<file path="src/hw/rtl/b64d_pkg.sv">
package b64d_pkg;

  // Result status codes
  localparam logic [1:0] STATUS_DATA  = 2'd0;
  localparam logic [1:0] STATUS_CLEAN = 2'd1;
  localparam logic [1:0] STATUS_ERROR = 2'd2;

  // Input function codes
  localparam logic FUNC_CHAR = 1'b0;
  localparam logic FUNC_END  = 1'b1;

  // Quartet position; PH_PAD2 waits for the second pad
  localparam logic [2:0] PH_0    = 3'd0;
  localparam logic [2:0] PH_1    = 3'd1;
  localparam logic [2:0] PH_2    = 3'd2;
  localparam logic [2:0] PH_3    = 3'd3;
  localparam logic [2:0] PH_PAD2 = 3'd4;

  // Configuration register indexes (byte address = 4 * index)
  localparam int unsigned CFG_ADDR_W = 5;
  localparam logic [2:0] REG_DROP_ENABLE = 3'd0;
  localparam logic [2:0] REG_DROP_VALUE  = 3'd1;
  localparam logic [2:0] REG_SYMBOL_62   = 3'd2;
  localparam logic [2:0] REG_SYMBOL_63   = 3'd3;
  localparam logic [2:0] REG_PAD_SYMBOL  = 3'd4;

  // Register reset values
  localparam logic       RST_DROP_ENABLE = 1'b1;
  localparam logic [7:0] RST_DROP_VALUE  = 8'd13;
  localparam logic [7:0] RST_SYMBOL_62   = 8'd43;
  localparam logic [7:0] RST_SYMBOL_63   = 8'd47;
  localparam logic [7:0] RST_PAD_SYMBOL  = 8'd61;

  typedef struct packed {
    logic       drop_enable;
    logic [7:0] drop_value;
    logic [7:0] symbol_62;
    logic [7:0] symbol_63;
    logic [7:0] pad_symbol;
  } cfg_t;

  typedef struct packed {
    logic [2:0] phase;
    logic [5:0] leftover_bits;
    logic       padded_done;
    logic       error_seen;
  } dec_state_t;

  typedef struct packed {
    logic       valid;
    logic [7:0] out_byte;
    logic [1:0] status;
  } result_t;

endpackage

</file>
<file path="src/hw/rtl/b64d_step.sv">
// Per-character decode: classify, advance the quartet, form the result.
module b64d_step (
  input  b64d_pkg::cfg_t       cfg,
  input  b64d_pkg::dec_state_t st,
  input  logic                 func,
  input  logic [7:0]           char_code,
  output b64d_pkg::dec_state_t st_nxt,
  output b64d_pkg::result_t    res
);

  logic       is_pad;
  logic       is_data;
  logic       is_skip;
  logic [5:0] sym;
  logic [7:0] upper_off;
  logic [7:0] lower_off;
  logic [7:0] digit_off;
  logic       have_byte;
  logic [7:0] data_byte;

  assign upper_off = char_code - 8'd65;
  assign lower_off = char_code - 8'd71;
  assign digit_off = char_code + 8'd4;

  // Class order matters when registers make characters collide
  always_comb begin
    is_pad  = 1'b0;
    is_data = 1'b0;
    is_skip = 1'b0;
    sym     = 6'd0;
    if (char_code == cfg.pad_symbol) begin
      is_pad = 1'b1;
    end else if (char_code == cfg.symbol_63) begin
      is_data = 1'b1;
      sym     = 6'd63;
    end else if (char_code == cfg.symbol_62) begin
      is_data = 1'b1;
      sym     = 6'd62;
    end else if (char_code >= 8'd65 && char_code <= 8'd90) begin
      is_data = 1'b1;
      sym     = upper_off[5:0];
    end else if (char_code >= 8'd97 && char_code <= 8'd122) begin
      is_data = 1'b1;
      sym     = lower_off[5:0];
    end else if (char_code >= 8'd48 && char_code <= 8'd57) begin
      is_data = 1'b1;
      sym     = digit_off[5:0];
    end else if (char_code <= 8'd32 || (char_code >= 8'd127 && char_code <= 8'd160)) begin
      is_skip = 1'b1;
    end
  end

  always_comb begin
    st_nxt       = st;
    res.valid    = 1'b0;
    res.out_byte = 8'd0;
    res.status   = b64d_pkg::STATUS_DATA;
    have_byte    = 1'b0;
    data_byte    = 8'd0;

    if (func == b64d_pkg::FUNC_END) begin
      res.valid = 1'b1;
      res.status = (!st.error_seen && st.phase == b64d_pkg::PH_0) ?
                   b64d_pkg::STATUS_CLEAN : b64d_pkg::STATUS_ERROR;
      st_nxt.phase         = b64d_pkg::PH_0;
      st_nxt.leftover_bits = 6'd0;
      st_nxt.padded_done   = 1'b0;
      st_nxt.error_seen    = 1'b0;
    end else if (st.error_seen || is_skip) begin
      // nothing to do
    end else if (!is_pad && !is_data) begin
      res.valid         = 1'b1;
      res.status        = b64d_pkg::STATUS_ERROR;
      st_nxt.error_seen = 1'b1;
    end else begin
      unique case (st.phase)
        b64d_pkg::PH_0: begin
          if (st.padded_done || is_pad) begin
            res.valid         = 1'b1;
            res.status        = b64d_pkg::STATUS_ERROR;
            st_nxt.error_seen = 1'b1;
          end else begin
            st_nxt.leftover_bits = sym;
            st_nxt.phase         = b64d_pkg::PH_1;
          end
        end
        b64d_pkg::PH_1: begin
          if (is_pad) begin
            res.valid         = 1'b1;
            res.status        = b64d_pkg::STATUS_ERROR;
            st_nxt.error_seen = 1'b1;
          end else begin
            have_byte            = 1'b1;
            data_byte            = {st.leftover_bits, sym[5:4]};
            st_nxt.leftover_bits = {2'b00, sym[3:0]};
            st_nxt.phase         = b64d_pkg::PH_2;
          end
        end
        b64d_pkg::PH_2: begin
          if (is_pad) begin
            st_nxt.padded_done   = 1'b1;
            st_nxt.leftover_bits = 6'd0;
            st_nxt.phase         = b64d_pkg::PH_PAD2;
          end else begin
            have_byte            = 1'b1;
            data_byte            = {st.leftover_bits[3:0], sym[5:2]};
            st_nxt.leftover_bits = {4'b0000, sym[1:0]};
            st_nxt.phase         = b64d_pkg::PH_3;
          end
        end
        b64d_pkg::PH_3: begin
          st_nxt.leftover_bits = 6'd0;
          st_nxt.phase         = b64d_pkg::PH_0;
          if (is_pad) begin
            st_nxt.padded_done = 1'b1;
          end else begin
            have_byte = 1'b1;
            data_byte = {st.leftover_bits[1:0], sym};
          end
        end
        default: begin
          // Second pad required
          if (!is_pad) begin
            res.valid         = 1'b1;
            res.status        = b64d_pkg::STATUS_ERROR;
            st_nxt.error_seen = 1'b1;
          end else begin
            st_nxt.phase = b64d_pkg::PH_0;
          end
        end
      endcase
      if (have_byte && !(cfg.drop_enable && data_byte == cfg.drop_value)) begin
        res.valid    = 1'b1;
        res.out_byte = data_byte;
        res.status   = b64d_pkg::STATUS_DATA;
      end
    end
  end

endmodule

</file>
<file path="src/hw/rtl/base64_stream_decoder.sv">
// Base64 stream decoder.
// Input channel: one beat per character (in_func = 0, in_char_code) or an
// end-of-stream marker (in_func = 1). A beat is taken when in_valid is high
// and in_stall is low.
// Output channel: at most one beat per input beat, carrying a decoded
// byte (out_status = 0), a clean end (1) or a format error (2). Skipped
// control characters, legal pads, first symbols of a quartet and dropped
// bytes give none. Throughput: one character per cycle while in_stall is
// low. The whole decode step sits between the input port and the output
// register, so each result is registered as its beat is accepted.
// Stalling: the output register is backed by one skid entry. in_stall rises
// only while the skid entry is occupied, i.e. after the receiver has held
// off a result and a second one has followed.
// Reset (rst_n low, synchronous): quartet state, error flag and both output
// entries clear; registers return to drop enable on, drop value 13 (CR),
// '+' and '/' for codes 62 and 63, '=' as pad.
// Configuration: APB-style, registers at 4 * index, pready tied high.
// An end-of-stream beat returns the decode state to reset, registers kept.
module base64_stream_decoder (
  input  logic                            clk,
  input  logic                            rst_n,
  // input channel
  input  logic                            in_valid,
  output logic                            in_stall,
  input  logic                            in_func,
  input  logic [7:0]                      in_char_code,
  // output channel
  output logic                            out_valid,
  input  logic                            out_stall,
  output logic [7:0]                      out_byte,
  output logic [1:0]                      out_status,
  // configuration
  input  logic                            cfg_psel,
  input  logic                            cfg_penable,
  input  logic                            cfg_pwrite,
  input  logic [b64d_pkg::CFG_ADDR_W-1:0] cfg_paddr,
  input  logic [31:0]                     cfg_pwdata,
  output logic [31:0]                     cfg_prdata,
  output logic                            cfg_pready
);

  b64d_pkg::cfg_t       cfg_r;
  b64d_pkg::dec_state_t st_r;
  b64d_pkg::dec_state_t st_nxt;
  b64d_pkg::result_t    res;

  // Output register plus one skid entry (payload carries no reset)
  logic                 out_valid_r;
  logic [7:0]           out_byte_r;
  logic [1:0]           out_status_r;
  logic                 skid_valid_r;
  logic [7:0]           skid_byte_r;
  logic [1:0]           skid_status_r;

  logic                 in_fire;
  logic                 out_fire;
  logic                 push;
  logic                 cfg_wr;
  logic [2:0]           cfg_idx;

  assign in_stall = skid_valid_r;
  assign in_fire  = in_valid && !skid_valid_r;
  assign out_fire = out_valid_r && !out_stall;
  assign push     = in_fire && res.valid;

  assign out_valid  = out_valid_r;
  assign out_byte   = out_byte_r;
  assign out_status = out_status_r;

  // ---- configuration port ----
  assign cfg_pready = 1'b1;
  assign cfg_idx    = cfg_paddr[b64d_pkg::CFG_ADDR_W-1:2];
  assign cfg_wr     = cfg_psel && cfg_penable && cfg_pwrite;

  always_ff @(posedge clk) begin
    if (!rst_n) begin
      cfg_r.drop_enable <= b64d_pkg::RST_DROP_ENABLE;
      cfg_r.drop_value  <= b64d_pkg::RST_DROP_VALUE;
      cfg_r.symbol_62   <= b64d_pkg::RST_SYMBOL_62;
      cfg_r.symbol_63   <= b64d_pkg::RST_SYMBOL_63;
      cfg_r.pad_symbol  <= b64d_pkg::RST_PAD_SYMBOL;
    end else if (cfg_wr) begin
      unique case (cfg_idx)
        b64d_pkg::REG_DROP_ENABLE: cfg_r.drop_enable <= cfg_pwdata[0];
        b64d_pkg::REG_DROP_VALUE:  cfg_r.drop_value  <= cfg_pwdata[7:0];
        b64d_pkg::REG_SYMBOL_62:   cfg_r.symbol_62   <= cfg_pwdata[7:0];
        b64d_pkg::REG_SYMBOL_63:   cfg_r.symbol_63   <= cfg_pwdata[7:0];
        b64d_pkg::REG_PAD_SYMBOL:  cfg_r.pad_symbol  <= cfg_pwdata[7:0];
        default: ;
      endcase
    end
  end

  always_comb begin
    unique case (cfg_idx)
      b64d_pkg::REG_DROP_ENABLE: cfg_prdata = {31'd0, cfg_r.drop_enable};
      b64d_pkg::REG_DROP_VALUE:  cfg_prdata = {24'd0, cfg_r.drop_value};
      b64d_pkg::REG_SYMBOL_62:   cfg_prdata = {24'd0, cfg_r.symbol_62};
      b64d_pkg::REG_SYMBOL_63:   cfg_prdata = {24'd0, cfg_r.symbol_63};
      b64d_pkg::REG_PAD_SYMBOL:  cfg_prdata = {24'd0, cfg_r.pad_symbol};
      default:                   cfg_prdata = 32'd0;
    endcase
  end

  // ---- decode step ----
  b64d_step u_step (
    .cfg       (cfg_r),
    .st        (st_r),
    .func      (in_func),
    .char_code (in_char_code),
    .st_nxt    (st_nxt),
    .res       (res)
  );

  always_ff @(posedge clk) begin
    if (!rst_n) begin
      st_r.phase         <= b64d_pkg::PH_0;
      st_r.leftover_bits <= 6'd0;
      st_r.padded_done   <= 1'b0;
      st_r.error_seen    <= 1'b0;
    end else if (in_fire) begin
      st_r <= st_nxt;
    end
  end

  // ---- output register and skid entry ----
  always_ff @(posedge clk) begin
    if (!rst_n) begin
      out_valid_r  <= 1'b0;
      skid_valid_r <= 1'b0;
    end else if (skid_valid_r) begin
      // input held off; drain skid into the output register
      if (out_fire) begin
        out_valid_r  <= 1'b1;
        skid_valid_r <= 1'b0;
      end
    end else if (push) begin
      if (!out_valid_r || out_fire) begin
        out_valid_r <= 1'b1;
      end else begin
        skid_valid_r <= 1'b1;
      end
    end else if (out_fire) begin
      out_valid_r <= 1'b0;
    end
  end

  always_ff @(posedge clk) begin
    if (skid_valid_r) begin
      if (out_fire) begin
        out_byte_r   <= skid_byte_r;
        out_status_r <= skid_status_r;
      end
    end else if (push) begin
      if (!out_valid_r || out_fire) begin
        out_byte_r   <= res.out_byte;
        out_status_r <= res.status;
      end else begin
        skid_byte_r   <= res.out_byte;
        skid_status_r <= res.status;
      end
    end
  end

endmodule

</file>
<file path="config.mk">
export PLATFORM = sky130hd
export DESIGN_NAME = base64_stream_decoder
export DESIGN_NICKNAME = d
export VERILOG_FILES = /design/src/hw/rtl/b64d_pkg.sv /design/src/hw/rtl/b64d_step.sv /design/src/hw/rtl/base64_stream_decoder.sv
export SDC_FILE = /design/constraint.sdc
export NUM_CORES = 1
export LEC_CHECK = 0
export ABC_AREA = 1
export BUFFER_PORTS_ARGS = -buffer_cell sky130_fd_sc_hd__buf_2
export CAP_MARGIN = 20
export CORE_ASPECT_RATIO = 0.8
export CORE_MARGIN = 2
export CORE_UTILIZATION = 45
export CTS_CLUSTER_SIZE = 14
export DETAILED_ROUTE_END_ITERATION = 8
export PLACE_DENSITY = 0.75
export SLEW_MARGIN = 0
export SYNTH_ARGS = -nofsm -noshare
export SYNTH_HDL_FRONTEND = slang
export SYNTH_SLANG_ARGS = --single-unit
</file>
<file path="constraint.sdc">
create_clock -name clk -period 4.6 [get_ports clk]
set_input_delay 0.69 -clock clk [delete_from_list [all_inputs] [get_ports clk]]
set_output_delay 0.69 -clock clk [all_outputs]
set_load 0.02 [all_outputs]
</file>
==> impl_metrics.py <==
metrics = {
    "worst_setup_path": {
        "max_stage_delay_ns": 0.25,
        "r2r-start": "st_r[8]$_SDFFE_PN0P_",
        "path_class": "primary input to flip-flop",
        "critPathLaunchType": "primary input",
        "end_kind": "flip-flop",
        "r2r-end": "out_byte[7]$_DFFE_PP_",
        "crit_fanout": 10,
        "r2r_cells": 18,
        "rrSetupSlack_ns": 1.69,
        "crit_top_cell": "nand2_1",
        "cp_slowest_cell": "buf_2",
        "crit_required_ns": 4.64,
        "cp.arrival_ns": 3.46,
    },
    "synthesis": {
        "yosysTopAreaCell": "dfxtp_1",
        "syn-cell-area_sq_mm": 0.004662,
        "synth_cell_types": 41,
        "netlist.area_leader.share_pct": 19.75,
        "synth.area.top_cells": "dfxtp_1 (20%), nand2_1 (16%), edfxtp_1 (13%), inv_1 (6.2%), nor2_1 (5.2%)",
        "synth_cells": 689,
        "yosysWarnings": 0,
        "seq_area_frac_synth_pct": 32.64,
        "synth-edff-count": 20,
        "synth-main-ff-cell": "dfxtp_1",
        "ys_ff_latch": 66,
        "avgSynthCellArea_sq_um": 6.766,
        "async_flop_share_pct": 0,
    },
    "final_layout": {
        "area_growth_pct": 11.03,
        "final_common_cell": "nand2_1",
        "nFillCells": 1014,
        "diodes": 0,
        "fin_nets": 790,
        "drive_above_1_share_pct": 15.14,
        "final_cell_mix": "nand2_1 (197), inv_1 (77), nor2_1 (65)",
        "final_area_sq_mm": 0.005176,
    },
    "power_and_ir_drop": {
        "total_power_mw": 1.690,
        "powerDensity_mw_per_mm2": 326.4,
        "ir_drop_mv": 0.2098,
        "power_leakage_nw": 2.529,
    },
    "placed_design": {
        "placed_area_sq_mm": 0.004862,
        "routabilityCongestion": 0.9010,
        "portBuffers": 46,
        "hpwl_mm": 9.049,
    },
    "floorplan": {
        "die-area_sq_mm": 0.01120,
        "rows": 33,
        "io_pins": 98,
        "die_x_microns": 117.8,
        "die_h_microns": 95.04,
        "initial_core_util_pct": 45.90,
        "core_sq_mm": 0.01016,
    },
    "timing": {
        "tightestPinTransition_ns": 0.8879,
        "final-setup-viol-count": 0,
        "fin_skew_ns": 0.005401,
        "min_period_ns": 3.423,
        "setup_tns_ns": 0,
        "drv_slew": 0,
        "rsz0062_at_grt": "no",
        "fmax_ghz": 0.2922,
        "slew_headroom_pct": 40.35,
        "finalCritPeriodShare_pct": 74.41,
        "hold_viol_final": 0,
        "hold_ws_ns": 0.4687,
    },
    "routing": {
        "postRouteAntennaNets": 0,
        "firstDrtPassIters": 7,
        "drtIter0Drc": 285,
        "vias_per_cell": 5.084,
        "drc": 0,
        "drt_wl_total_mm": 12.20,
        "wl_per_cell_microns": 13.97,
        "via_count": 4438,
    },
    "clock_tree": {
        "ctsHoldBuffers": 0,
        "cts_tree": "yes",
        "clkLatencyLatePin_ns": 0.34,
        "cts_resized": 0,
        "clkTransAtPathRegs_ns": 0.05,
        "htreeDepth": 3,
        "post_cts_buffers": 0,
        "clk_root_buffer_cell": "clkbuf_16",
        "clock_path_buffers": 2,
        "cts.sinks": 66,
        "numCtsBuffers": 9,
    },
    "global_route": {
        "grt_pass1_vias": 4091,
        "grt_max_degree": 37,
        "overflow": 0,
        "grt_usage_pct": 22.86,
        "grt_pass1_wl_mm": 20.13,
        "antenna_found_initial": 0,
    },
    "hold_path": {
        "min_path_cells": 2,
        "worst_hold_startpoint": "st_r[6]$_SDFFE_PN0P_",
        "holdCritPathClass": "flip-flop to flip-flop",
        "min_to": "st_r[6]$_SDFFE_PN0P_",
    },
    "run_status": {
        "outcome": "finished clean",
    },
    "run": {
        "cap_violations": 0,
    },
}
==> how the worst max path moves through the flow <==
stage / from / to / slack, ns
2_1_floorplan: in_char_code[3] / out_byte[0]$_DFFE_PP_ / 1.28
3_3_place_gp: in_char_code[2] / out_status[0]$_DFFE_PP_ / 0.93
3_5_place_dp: in_char_code[1] / out_status[0]$_DFFE_PP_ / 0.89
4_1_cts: in_char_code[1] / out_status[0]$_DFFE_PP_ / 1.23
5_1_grt: in_char_code[1] / out_byte[5]$_DFFE_PP_ / 0.89
6_report: in_char_code[1] / out_byte[7]$_DFFE_PP_ / 1.18
==> critical path, delay by kind of cell <==
family,cells,cell delay (ns)
adders and majority gates,1,0.24
and+or+nand+nor,17,1.46
AOI/OAI and AO/OA,2,0.28
buffers and inverters,5,0.77
==> cell families (layout without fill, tap and decap cells) <==
family                   after synthesis  in the layout  share of synthesized area, %
flip-flops                            66             66                         32.64
AND/OR/NAND/NOR                      354            354                         32.98
AO/OA/AOI/OAI                        105            105                         14.44
XOR/XNOR                              16             16                         3.006
other                                  2             25                        0.1611
adder cells (fa/ha/maj)                9              9                         2.416
buffers and inverters                137            158                         14.36
==> final cells by class <==
type / count / area [sq um] / share of cell area, %
clock buffers: 14 / 254.0 / 4.907
multi-input cells: 509 / 2557 / 49.41
flip-flops and latches: 66 / 1521 / 29.39
well taps: 140 / 175.2 / 3.384
repair buffers: 48 / 245.2 / 4.738
clock inverters: 2 / 60.06 / 1.160
inverters: 94 / 362.8 / 7.010
==> Yosys cell counts, types with 11 or more instances <==
library cell,count
edfxtp_1,20
o211ai_1,11
nand3_1,48
nand2_2,11
inv_1,77
nor2_1,65
buf_4,26
dfxtp_1,46
o21ai_0,30
a21oi_1,28
nand2_1,197
==> metrics by stage <==
stage	std cells	util, %	worst slack, ns
finish	873	50.96	1.177
global route	873	50.96	0.8878
CTS	873	50.96	1.226
detailed placement	857	47.87	0.8906
global placement	857	47.87	0.9317
floorplan	712	-	1.278
==> registers in the layout (all words and copies together), names as in the netlist <==
| name | count |
|---|---|
| cfg_r | 33 |
| in_stall | 1 |
| out_byte | 8 |
| out_status | 2 |
| out_valid | 1 |
| skid_byte_r | 8 |
| skid_status_r | 2 |
| st_r | 11 |
==> routing by layer <==
layer	GRT usage, %	vias to the layer above	wire [microns]
met5	0	-	0
met3	5.203	24	964
met2	36.77	192	5285
met1	30.50	1962	5708
li1	-	2260	-
met4	8.133	0	239
==> report_power, final <==
part           total, mW  switching (mW)  internal, mW
Sequential         0.638          0.0131         0.625
Combinational      0.315           0.224        0.0908
Clock              0.737           0.247         0.490
Power figures use the tool's default switching activity.
